## src/fqrqs_pkg.sv

```systemverilog
`default_nettype none

package fqrqs_pkg;

    localparam int MAX_READ_LENGTH_DEF = 65535;
    localparam int TOTAL_BITS_DEF      = 40;

    localparam int BYTE_W   = 8;
    localparam int THRESH_W = 7;
    localparam int SUM_W    = 24;
    localparam int LENGTH_W = 16;
    localparam int COUNT_W  = 32;
    localparam int TOTAL_W  = 40;
    localparam int OUT_W    = 192;

    localparam logic [BYTE_W-1:0]   NEWLINE_BYTE    = 8'd10;
    localparam logic [9:0]          PHRED_OFFSET    = 10'd33;
    localparam logic [THRESH_W-1:0] THRESHOLD_RESET = 7'd30;
    localparam logic [1:0]          QUAL_LINE       = 2'd3;

    localparam logic [SUM_W-1:0] SUM_MAX = 24'h7FFFFF;
    localparam logic [SUM_W-1:0] SUM_MIN = 24'h800000;

endpackage

`default_nettype wire

```

## src/fqrqs_parse.sv

```systemverilog
`default_nettype none

module fqrqs_parse #(
    parameter int MAX_READ_LENGTH = fqrqs_pkg::MAX_READ_LENGTH_DEF,
    parameter int LEN_W           = $clog2(MAX_READ_LENGTH + 1)
) (
    input  wire logic                         clk,
    input  wire logic                         rst_n,
    input  wire logic                         in_valid,
    output logic                              in_ready,
    input  wire logic [fqrqs_pkg::BYTE_W-1:0] in_byte,
    input  wire logic                         in_last,
    output logic                              ev_valid,
    input  wire logic                         ev_ready,
    output logic      [fqrqs_pkg::SUM_W-1:0]  ev_sum,
    output logic      [LEN_W-1:0]             ev_len
);

    logic [1:0]                      line_reg, line_next;
    logic [fqrqs_pkg::SUM_W-1:0]     sum_reg, sum_next;
    logic [LEN_W-1:0]                len_reg, len_next;
    logic                            ev_valid_reg, ev_valid_next;
    logic [fqrqs_pkg::SUM_W-1:0]     ev_sum_reg;
    logic [LEN_W-1:0]                ev_len_reg;

    logic                            accept;
    logic                            is_newline;
    logic                            on_quality;
    logic                            take_byte;
    logic                            close_now;
    logic [9:0]                      delta;
    logic [fqrqs_pkg::SUM_W:0]       sum_wide;
    logic [fqrqs_pkg::SUM_W-1:0]     sum_upd;
    logic [LEN_W-1:0]                len_upd;

    assign in_ready = !ev_valid_reg || ev_ready;
    assign accept   = in_valid && in_ready;

    always_comb
    begin
        is_newline = (in_byte == fqrqs_pkg::NEWLINE_BYTE);
        on_quality = (line_reg == fqrqs_pkg::QUAL_LINE);
        take_byte  = !is_newline && on_quality && (len_reg < LEN_W'(MAX_READ_LENGTH));
        close_now  = (is_newline && on_quality) || in_last;

        delta    = {2'b00, in_byte} - fqrqs_pkg::PHRED_OFFSET;
        sum_wide = {sum_reg[fqrqs_pkg::SUM_W-1], sum_reg}
                 + {{(fqrqs_pkg::SUM_W - 9){delta[9]}}, delta};
        if (sum_wide[fqrqs_pkg::SUM_W] != sum_wide[fqrqs_pkg::SUM_W-1])
        begin
            sum_upd = sum_wide[fqrqs_pkg::SUM_W] ? fqrqs_pkg::SUM_MIN : fqrqs_pkg::SUM_MAX;
        end
        else
        begin
            sum_upd = sum_wide[fqrqs_pkg::SUM_W-1:0];
        end
        len_upd = len_reg + LEN_W'(1);

        if (!take_byte)
        begin
            sum_upd = sum_reg;
            len_upd = len_reg;
        end
    end

    always_comb
    begin
        line_next     = line_reg;
        sum_next      = sum_reg;
        len_next      = len_reg;
        ev_valid_next = ev_ready ? 1'b0 : ev_valid_reg;
        if (accept)
        begin
            if (close_now)
            begin
                line_next     = 2'd0;
                sum_next      = '0;
                len_next      = '0;
                ev_valid_next = 1'b1;
            end
            else
            begin
                line_next = is_newline ? line_reg + 2'd1 : line_reg;
                sum_next  = sum_upd;
                len_next  = len_upd;
            end
        end
    end

    always_ff @(posedge clk or negedge rst_n)
    begin
        if (!rst_n)
        begin
            line_reg     <= 2'd0;
            sum_reg      <= '0;
            len_reg      <= '0;
            ev_valid_reg <= 1'b0;
        end
        else
        begin
            line_reg     <= line_next;
            sum_reg      <= sum_next;
            len_reg      <= len_next;
            ev_valid_reg <= ev_valid_next;
        end
    end

    always_ff @(posedge clk)
    begin
        if (accept && close_now)
        begin
            ev_sum_reg <= sum_upd;
            ev_len_reg <= len_upd;
        end
    end

    assign ev_valid = ev_valid_reg;
    assign ev_sum   = ev_sum_reg;
    assign ev_len   = ev_len_reg;

endmodule

`default_nettype wire

```

## src/fqrqs_tally.sv

```systemverilog
`default_nettype none

module fqrqs_tally #(
    parameter int LEN_W      = 16,
    parameter int TOTAL_BITS = fqrqs_pkg::TOTAL_BITS_DEF
) (
    input  wire logic                           clk,
    input  wire logic                           rst_n,
    input  wire logic [fqrqs_pkg::THRESH_W-1:0] threshold,
    input  wire logic                           ev_valid,
    output logic                                ev_ready,
    input  wire logic [fqrqs_pkg::SUM_W-1:0]    ev_sum,
    input  wire logic [LEN_W-1:0]               ev_len,
    output logic                                out_valid,
    input  wire logic                           out_ready,
    output logic      [fqrqs_pkg::OUT_W-1:0]    out_data
);

    localparam int PROD_W = fqrqs_pkg::THRESH_W + LEN_W;
    localparam int CMP_W  = (PROD_W > fqrqs_pkg::SUM_W - 1) ? PROD_W : fqrqs_pkg::SUM_W - 1;

    logic                              out_valid_reg, out_valid_next;
    logic [fqrqs_pkg::SUM_W-1:0]       sum_reg;
    logic [LEN_W-1:0]                  len_reg;
    logic                              low_reg;
    logic [fqrqs_pkg::COUNT_W-1:0]     reads_reg, reads_next;
    logic [fqrqs_pkg::COUNT_W-1:0]     low_reads_reg, low_reads_next;
    logic [TOTAL_BITS-1:0]             tot_sum_reg, tot_sum_next;
    logic [TOTAL_BITS-1:0]             tot_cnt_reg, tot_cnt_next;

    logic                              load;
    logic [PROD_W-1:0]                 limit;
    logic                              is_low;
    logic [fqrqs_pkg::TOTAL_W-1:0]     total_out;
    logic [fqrqs_pkg::TOTAL_W-1:0]     chars_out;
    logic [fqrqs_pkg::LENGTH_W-1:0]    length_out;

    assign ev_ready = !out_valid_reg || out_ready;
    assign load     = ev_valid && ev_ready;

    always_comb
    begin
        limit  = PROD_W'(threshold) * PROD_W'(ev_len);
        is_low = ev_sum[fqrqs_pkg::SUM_W-1]
              || (CMP_W'(ev_sum[fqrqs_pkg::SUM_W-2:0]) <= CMP_W'(limit));

        reads_next     = reads_reg;
        low_reads_next = low_reads_reg;
        tot_sum_next   = tot_sum_reg;
        tot_cnt_next   = tot_cnt_reg;
        out_valid_next = out_ready ? 1'b0 : out_valid_reg;
        if (load)
        begin
            out_valid_next = 1'b1;
            reads_next     = reads_reg + 32'd1;
            low_reads_next = is_low ? low_reads_reg + 32'd1 : low_reads_reg;
            tot_sum_next   = tot_sum_reg + TOTAL_BITS'($signed(ev_sum));
            tot_cnt_next   = tot_cnt_reg + TOTAL_BITS'(ev_len);
        end
    end

    always_ff @(posedge clk or negedge rst_n)
    begin
        if (!rst_n)
        begin
            out_valid_reg <= 1'b0;
            reads_reg     <= '0;
            low_reads_reg <= '0;
            tot_sum_reg   <= '0;
            tot_cnt_reg   <= '0;
        end
        else
        begin
            out_valid_reg <= out_valid_next;
            reads_reg     <= reads_next;
            low_reads_reg <= low_reads_next;
            tot_sum_reg   <= tot_sum_next;
            tot_cnt_reg   <= tot_cnt_next;
        end
    end

    always_ff @(posedge clk)
    begin
        if (load)
        begin
            sum_reg <= ev_sum;
            len_reg <= ev_len;
            low_reg <= is_low;
        end
    end

    always_comb
    begin
        total_out  = fqrqs_pkg::TOTAL_W'($signed(tot_sum_reg));
        chars_out  = fqrqs_pkg::TOTAL_W'(tot_cnt_reg);
        length_out = fqrqs_pkg::LENGTH_W'(len_reg);
    end

    assign out_valid = out_valid_reg;
    assign out_data  = {7'd0, chars_out, total_out, low_reads_reg, reads_reg,
                        low_reg, length_out, sum_reg};

endmodule

`default_nettype wire

```

## src/fastq_read_quality_screen_core.sv

```systemverilog
`default_nettype none

// Channel   Direction  Payload
// s_axis    in         tdata: stream_byte; tlast: end_of_data
// m_axis    out        tdata: one result word per closed record (see port comment)
// cfg       in         cfg_wdata: read threshold, written when cfg_we is high
//
// A new byte is accepted in every cycle while s_axis_tready is high.
// A closed record reaches m_axis through the record register and then the
// threshold compare and counter update.
// Reset clears the line position, the open record and all running counters;
// the threshold returns to 30.
// A stalled m_axis holds its word; one more record may close behind it before
// s_axis_tready drops.

module fastq_read_quality_screen_core #(
    parameter int MAX_READ_LENGTH = fqrqs_pkg::MAX_READ_LENGTH_DEF,
    parameter int TOTAL_BITS      = fqrqs_pkg::TOTAL_BITS_DEF
) (
    input  wire logic                           clk,
    input  wire logic                           rst_n,
    input  wire logic                           s_axis_tvalid,
    output logic                                s_axis_tready,
    // stream_byte [7:0]
    input  wire logic [fqrqs_pkg::BYTE_W-1:0]   s_axis_tdata,
    input  wire logic                           s_axis_tlast,
    output logic                                m_axis_tvalid,
    input  wire logic                           m_axis_tready,
    // read_quality_sum [23:0], read_length [39:24], read_is_low [40],
    // reads_seen [72:41], low_reads_seen [104:73], quality_total [144:105],
    // quality_chars [184:145], zero [191:185]
    output logic      [fqrqs_pkg::OUT_W-1:0]    m_axis_tdata,
    input  wire logic                           cfg_we,
    input  wire logic [fqrqs_pkg::THRESH_W-1:0] cfg_wdata
);

    localparam int LEN_W = $clog2(MAX_READ_LENGTH + 1);

    logic [fqrqs_pkg::THRESH_W-1:0] threshold_reg, threshold_next;
    logic                           ev_valid;
    logic                           ev_ready;
    logic [fqrqs_pkg::SUM_W-1:0]    ev_sum;
    logic [LEN_W-1:0]               ev_len;

    always_comb
    begin
        threshold_next = cfg_we ? cfg_wdata : threshold_reg;
    end

    always_ff @(posedge clk or negedge rst_n)
    begin
        if (!rst_n)
        begin
            threshold_reg <= fqrqs_pkg::THRESHOLD_RESET;
        end
        else
        begin
            threshold_reg <= threshold_next;
        end
    end

    fqrqs_parse #(
        .MAX_READ_LENGTH (MAX_READ_LENGTH),
        .LEN_W           (LEN_W)
    ) u_parse (
        .clk      (clk),
        .rst_n    (rst_n),
        .in_valid (s_axis_tvalid),
        .in_ready (s_axis_tready),
        .in_byte  (s_axis_tdata),
        .in_last  (s_axis_tlast),
        .ev_valid (ev_valid),
        .ev_ready (ev_ready),
        .ev_sum   (ev_sum),
        .ev_len   (ev_len)
    );

    fqrqs_tally #(
        .LEN_W      (LEN_W),
        .TOTAL_BITS (TOTAL_BITS)
    ) u_tally (
        .clk       (clk),
        .rst_n     (rst_n),
        .threshold (threshold_reg),
        .ev_valid  (ev_valid),
        .ev_ready  (ev_ready),
        .ev_sum    (ev_sum),
        .ev_len    (ev_len),
        .out_valid (m_axis_tvalid),
        .out_ready (m_axis_tready),
        .out_data  (m_axis_tdata)
    );

endmodule

`default_nettype wire

```

## config.mk

```make
export PLATFORM = sky130hd
export DESIGN_NAME = fastq_read_quality_screen_core
export DESIGN_NICKNAME = d
export VERILOG_FILES = /design/src/fqrqs_pkg.sv /design/src/fqrqs_parse.sv /design/src/fqrqs_tally.sv /design/src/fastq_read_quality_screen_core.sv
export SDC_FILE = /design/constraint.sdc
export NUM_CORES = 1
export LEC_CHECK = 0
export BUFFER_PORTS_ARGS = -buffer_cell sky130_fd_sc_hd__buf_2
export CAP_MARGIN = 20
export CORE_MARGIN = 4
export CORE_UTILIZATION = 35
export CTS_CLUSTER_SIZE = 12
export DETAILED_ROUTE_END_ITERATION = 10
export GPL_TIMING_DRIVEN = 1
export SLEW_MARGIN = 10
export SYNTH_ARGS = -nofsm -noshare
export SYNTH_HDL_FRONTEND = slang
export SYNTH_SLANG_ARGS = --single-unit
```

## constraint.sdc

```tcl
create_clock -name clk -period 7.7 [get_ports clk]
set_clock_uncertainty 0.2 [all_clocks]
set_input_delay 1.155 -clock clk [delete_from_list [all_inputs] [get_ports clk]]
set_output_delay 1.155 -clock clk [all_outputs]
set_load 0.05 [all_outputs]
```

==> results of run 1 <==
-- cell families (layout without fill, tap and decap cells) --
kind of cell,Yosys count,count (layout),synth area share
mux,14,14,0.00841
fa+ha+maj,221,221,0.174
other cells,1,7,0.000197
simple gates,593,593,0.153
compound gates,465,465,0.158
xor+xnor,189,189,0.0870
buf+inv,162,397,0.0355
flops,276,276,0.384
-- how the worst max path moves through the flow --
| stage | end | slack [ps] | startpoint | cells past startpoint |
|---|---|---|---|---|
| after CTS | u_tally.low_reads_reg[25] | 110 | u_parse.ev_len[2] | 26 |
| after floorplan | u_tally.low_reads_reg[30] | 660 | threshold_reg[4] | 27 |
| after detailed placement | u_tally.low_reads_reg[25] | 170 | u_parse.ev_len[4] | 26 |
| after global routing | u_tally.low_reads_reg[23] | 10 | threshold_reg[4] | 25 |
| final | u_tally.low_reads_reg[30] | 420 | threshold_reg[2] | 24 |
| after global placement | u_tally.low_reads_reg[25] | 330 | threshold_reg[1] | 25 |
-- through the flow --
stage	utilization	cells	total power (W)
3_3_place_gp	0.388	2790	0.00480
5_1_grt	0.412	2858	0.00703
2_1_floorplan	-	1927	0.00415
3_5_place_dp	0.388	2791	0.00485
6_report	0.412	2858	0.00658
4_1_cts	0.411	2853	0.00665
-- cell type report --
cell class / instances / area [um^2] / area share
Tap cell: 696 / 871 / 0.0393
Inverter: 99 / 372 / 0.0168
Clock inverter: 11 / 169 / 0.00762
Sequential cell: 276 / 7320 / 0.330
Multi-Input combinational cell: 1489 / 11100 / 0.501
Clock buffer: 51 / 1070 / 0.0484
Timing Repair Buffer: 236 / 1270 / 0.0575
-- power groups by stage --
stage               registers [W]  clock network [W]  logic, W
floorplan                 0.00253                  0   0.00162
global placement          0.00194                  0   0.00286
detailed placement        0.00195                  0   0.00290
CTS                       0.00192            0.00181   0.00292
global route              0.00195            0.00186   0.00322
finish                    0.00192            0.00175   0.00291
-- layout by cell type, fill, tap and decap left out, drive strengths merged, types with 8 or more instances in the layout --
| master | count |
|---|---|
| a211oi | 17 |
| nand2 | 203 |
| xnor2 | 119 |
| buf | 235 |
| edfxtp | 81 |
| nor2 | 101 |
| or2 | 8 |
| nor2b | 8 |
| inv | 99 |
| nand4 | 33 |
| o31ai | 15 |
| and2 | 82 |
| o21a | 17 |
| and3 | 33 |
| a21oi | 134 |
| a21o | 51 |
| o21ai | 143 |
| xor2 | 70 |
| nand2b | 11 |
| dfrtp | 191 |
| mux2 | 13 |
| nor4 | 8 |
| ha | 149 |
| clkbuf | 52 |
| a31oi | 18 |
| fa | 72 |
| nand3 | 55 |
| o21bai | 13 |
| nor3 | 25 |
-- repair_timing --
| item | in CTS | in global routing |
|---|---|---|
| hold buffers | 0 | 0 |
| endpoints found under the setup margin | 0 | 19 |
| buffers inserted | 0 | 4 |
| gates resized for setup | 0 | 6 |
-- metal layers --
metal  share of wire  GRT usage  up-vias
li1                -          -     7225
met1            0.46      0.231     7233
met2            0.47      0.271      312
met3           0.048     0.0285       61
met4           0.021     0.0443        4
met5         0.00055          0        -
==> impl_metrics.toml, run 1 <==
[run_status]
status = "complete, no violations"

[drt]
drc_errors = 0
vias = 14800
ant_nets = 0
finalWirelength_um = 49300
vias_per_cell = 5.19
drt_iter0_drc = 800
drtPass1Iterations = 5
wire_per_inst_um = 17.2

[hold_path]
hold_path.class = "flip-flop to flip-flop"
min_from = "u_tally.chars_out[39]"
holdPathEnd = "u_tally.chars_out[39]"
whs_path_depth = 1

[synthesis]
seq_area_frac_synth = 0.384
avgSynthCellArea_um2 = 9.91
yosys.area.top_type = "dfrtp_1"
synth_edf_count = 81
ys_ff_latch = 276
synth_common_cells = "nand2_1 (203), dfrtp_1 (191), ha_1 (149)"
synth_area_leaders = "dfrtp_1 (25%), edfxtp_1 (13%), ha_1 (9.8%)"
async_reset_ff_frac = 0.707
synthesis.area_um2 = 19000
synthCells = 1921
yosys.area.top_type_share = 0.251
yosysMostFrequentCell = "nand2_1"
yosysWarnings = 0
synth_cell_types = 87
synth_ff_type = "dfrtp_1"

[timing]
fin_hold_ws_ps = 267
rsz0062_at_grt = "false"
layout_setup_ws_ps = 420
finalHoldViolCount = 0
setup_viol = 0
slew_headroom = 0.341
slew_violations = 0
fin_crit_ps = 7280
worst-slew-pin-transition_ps = 981
fmaxAchievable_mhz = 137
fin_crit_sh = 0.945
setup_tns_ps = 0

[worst_setup_path]
critical-path-top-delay-family = "adder cells"
slowest_delay_ps = 650
r2r-start = "threshold_reg[2]"
cp_common_cell = "fa_1"
crit_required_ps = 7960
crit_chain = "buf_4, and2_1, fa_1, fa_1, fa_1, fa_1, ha_1, nand4_1, a211oi_1, o31ai_2, o21ai_1, o22ai_2, o21bai_1, a21oi_1, xor2_1, ha_1, nand4_1, nor2_1, a31oi_1, nand2_1, a21oi_1, or4b_4, nor3_1, xor2_1"
reg2reg_depth = 24
cp-end-kind = "flip-flop"
cp_num_buf_inv = 1
crit_arrival_ps = 7540
rrSetupSlack_ps = 420
crit_type = "flip-flop to flip-flop"
critPathSlowestCell = "or4b_4"
rr_endpoint = "u_tally.low_reads_reg[30]"
cp-start-kind = "flip-flop"
cp_max_fo = 9

[clock_network]
tritoncts = "done"
insertion_delay_ps = 540
cts-root-buf = "clkbuf_16"
cts.clk_slew.worst_paths_ps = 60
clock-sinks = 276
clockBufferDepth = 3
htree_levels = 2
cts_buffers = 34

[power_and_ir_drop]
intPower_w = 0.00382
combPwrFrac = 0.442
ir_drop_mv = 0.170
clkPwrFrac = 0.267
pwr-share-seq = 0.292
p_switching_w = 0.00276
switching_share = 0.420
p_leak_nw = 10.5
power.density_nw_per_um2 = 297

[global_route]
grt_pass1_wl_um = 78400
track_usage = 0.166
first_global_vias = 14800
antenna_found_initial = 3
grt_max_degree = 107
grt.overflow.total = 0

[floorplanning]
die_area_um2 = 58200
die_y_um = 241
rows = 85
ios = 215
initial_core_util = 0.354
core_area_um2 = 53800
die_w_um = 241

[placed_design]
io_buffers = 207
dpl_worst_slack_ps = 168
hpwl_um = 37100
place_congestion = 0.860
dpl_cell_area_um2 = 20900

[finish]
layout-drive-gt1-share = 0.166
final_nets = 2378
fill_cells = 5186
fin_area_um2 = 22200
antenna_cells = 0
areaGrowthSynthToFinish_pct = 16.5

[run]
maxCapViolCount = 0
(Power assumes the default switching activity.)
==> inputs of run 2 (changes only) <==
--- a/config.mk
+++ b/config.mk
@@ -7,11 +7,14 @@
 export LEC_CHECK = 0
 export BUFFER_PORTS_ARGS = -buffer_cell sky130_fd_sc_hd__buf_2
 export CAP_MARGIN = 20
+export CELL_PAD_IN_SITES_DETAIL_PLACEMENT = 2
+export CELL_PAD_IN_SITES_GLOBAL_PLACEMENT = 2
 export CORE_MARGIN = 4
 export CORE_UTILIZATION = 35
 export CTS_CLUSTER_SIZE = 12
 export DETAILED_ROUTE_END_ITERATION = 10
 export GPL_TIMING_DRIVEN = 1
+export PLACE_DENSITY_LB_ADDON = 0.1
 export SLEW_MARGIN = 10
 export SYNTH_ARGS = -nofsm -noshare
 export SYNTH_HDL_FRONTEND = slang
==> impl_metrics.toml, run 2 (synthesis gave the netlist of run 1 again) <==
[drt]
drtPass1Iterations = 4
wl_met2_um = 31000
vias_per_cell = 5.37
wire_per_inst_um = 21.6
drt_iter0_drc = 686
top_layer = "met4"
ant_nets = 0
drc_errors = 0
wl_met1_um = 27700
vias = 15400
wl_met3_um = 2220
finalWirelength_um = 62000

[worst_setup_path]
reg2reg_depth = 25
cp-start-kind = "flip-flop"
slowest_delay_ps = 630
critical-path-top-delay-family = "adder cells"
rr_endpoint = "u_tally.low_reads_reg[30]"
rrSetupSlack_ps = 320
cp_common_cell = "fa_1"
cp-end-kind = "flip-flop"
crit_required_ps = 7970
cp_max_fo = 11
critPathSlowestCell = "or4b_4"
cp_num_buf_inv = 3
r2r-start = "threshold_reg[4]"
crit_type = "flip-flop to flip-flop"
crit_arrival_ps = 7650

[clock_network]
htree_levels = 2
clockBufferDepth = 3
cts_buffers = 37
cts.clk_slew.worst_paths_ps = 50
tritoncts = "done"
clock-sinks = 276
cts-root-buf = "clkbuf_16"
postCtsHoldBufs = 0
insertion_delay_ps = 560

[timing]
fmaxAchievable_mhz = 136
setup_tns_ps = 0
setup_viol = 0
slew_headroom = 0.274
finalHoldViolCount = 0
slew_violations = 0
fin_crit_ps = 7380
fin_hold_ws_ps = 261
worst-slew-pin-transition_ps = 1080
fin_crit_sh = 0.958

[global_route]
grt.overflow.total = 0
grt_pass1_wl_um = 97700
first_global_vias = 17100
antenna_found_initial = 0
grt_max_degree = 124
track_usage = 0.212

[placed_design]
place_congestion = 0.807
hpwl_um = 47100
io_buffers = 207

[power_and_ir_drop]
ir_drop_mv = 0.133
p_leak_nw = 10.5
power.density_nw_per_um2 = 306

[floorplanning]
ios = 215
die_y_um = 241
rows = 85
core_area_um2 = 53800
die_w_um = 241
initial_core_util = 0.354
die_area_um2 = 58200

[finish]
areaGrowthSynthToFinish_pct = 16.6
layout-drive-gt1-share = 0.169
final_nets = 2384
most-common-layout-cells = "buf_2 (206), nand2_1 (202), dfrtp_1 (191)"
final_common_cell = "buf_2"
antenna_cells = 0

[run]
maxCapViolCount = 0

[hold_path]
min_from = "u_tally.reads_reg[31]"
hold_path.class = "flip-flop to flip-flop"
holdPathEnd = "u_tally.reads_reg[31]"
whs_path_depth = 1

[run_status]
status = "complete, no violations"
-- run 2: layer usage --
metal  global-route usage  up-vias
met1                0.277     7904
met5                    0        -
met3               0.0290       62
li1                     -     7214
met2                0.378      208
met4               0.0475        0
-- run 2: final cells by class --
cell class / count / area, um^2
fill: 5797 / 31600
timing repair buffer: 239 / 1300
clock buffer: 47 / 963
clock inverter: 19 / 269
inverter: 99 / 372
multi-input combinational: 1489 / 11100
sequential: 276 / 7320
tap: 696 / 871
-- run 2: what timing repair did --
item / CTS / global route
setup buffers: 0 / 2
resized for setup: 1 / 6
endpoints found under the setup margin: 1 / 18
pin swaps: 0 / 2
-- run 2: worst max path at each step --
stage                           startpoint                   endpoint  slack, ps  cells past startpoint
after floorplan           threshold_reg[4]  u_tally.low_reads_reg[30]        660                     27
after global placement    threshold_reg[2]  u_tally.low_reads_reg[30]        240                     26
after detailed placement  threshold_reg[3]  u_tally.low_reads_reg[30]         60                     25
after CTS                 threshold_reg[3]  u_tally.low_reads_reg[30]        130                     25
after global routing      threshold_reg[3]  u_tally.low_reads_reg[30]        -70                     25
final                     threshold_reg[4]  u_tally.low_reads_reg[30]        320                     25
-- run 2: where the power goes --
| group | internal, W | switching (W) | total, W |
|---|---|---|---|
| combinational | 0.00103 | 0.00204 | 0.00306 |
| sequential | 0.00171 | 0.000233 | 0.00195 |
| clock | 0.00109 | 0.000689 | 0.00178 |
-- run 2: per-stage QoR --
step	cell area, um^2	cells	util	setup WS [ps]	power [W]
2_1_floorplan	19100	1927	-	665	0.00415
3_3_place_gp	20900	2797	0.389	240	0.00491
3_5_place_dp	20900	2797	0.389	56.6	0.00504
4_1_cts	22200	2863	0.412	127	0.00689
5_1_grt	22200	2865	0.413	-71.7	0.00727
6_report	22200	2865	0.413	321	0.00679
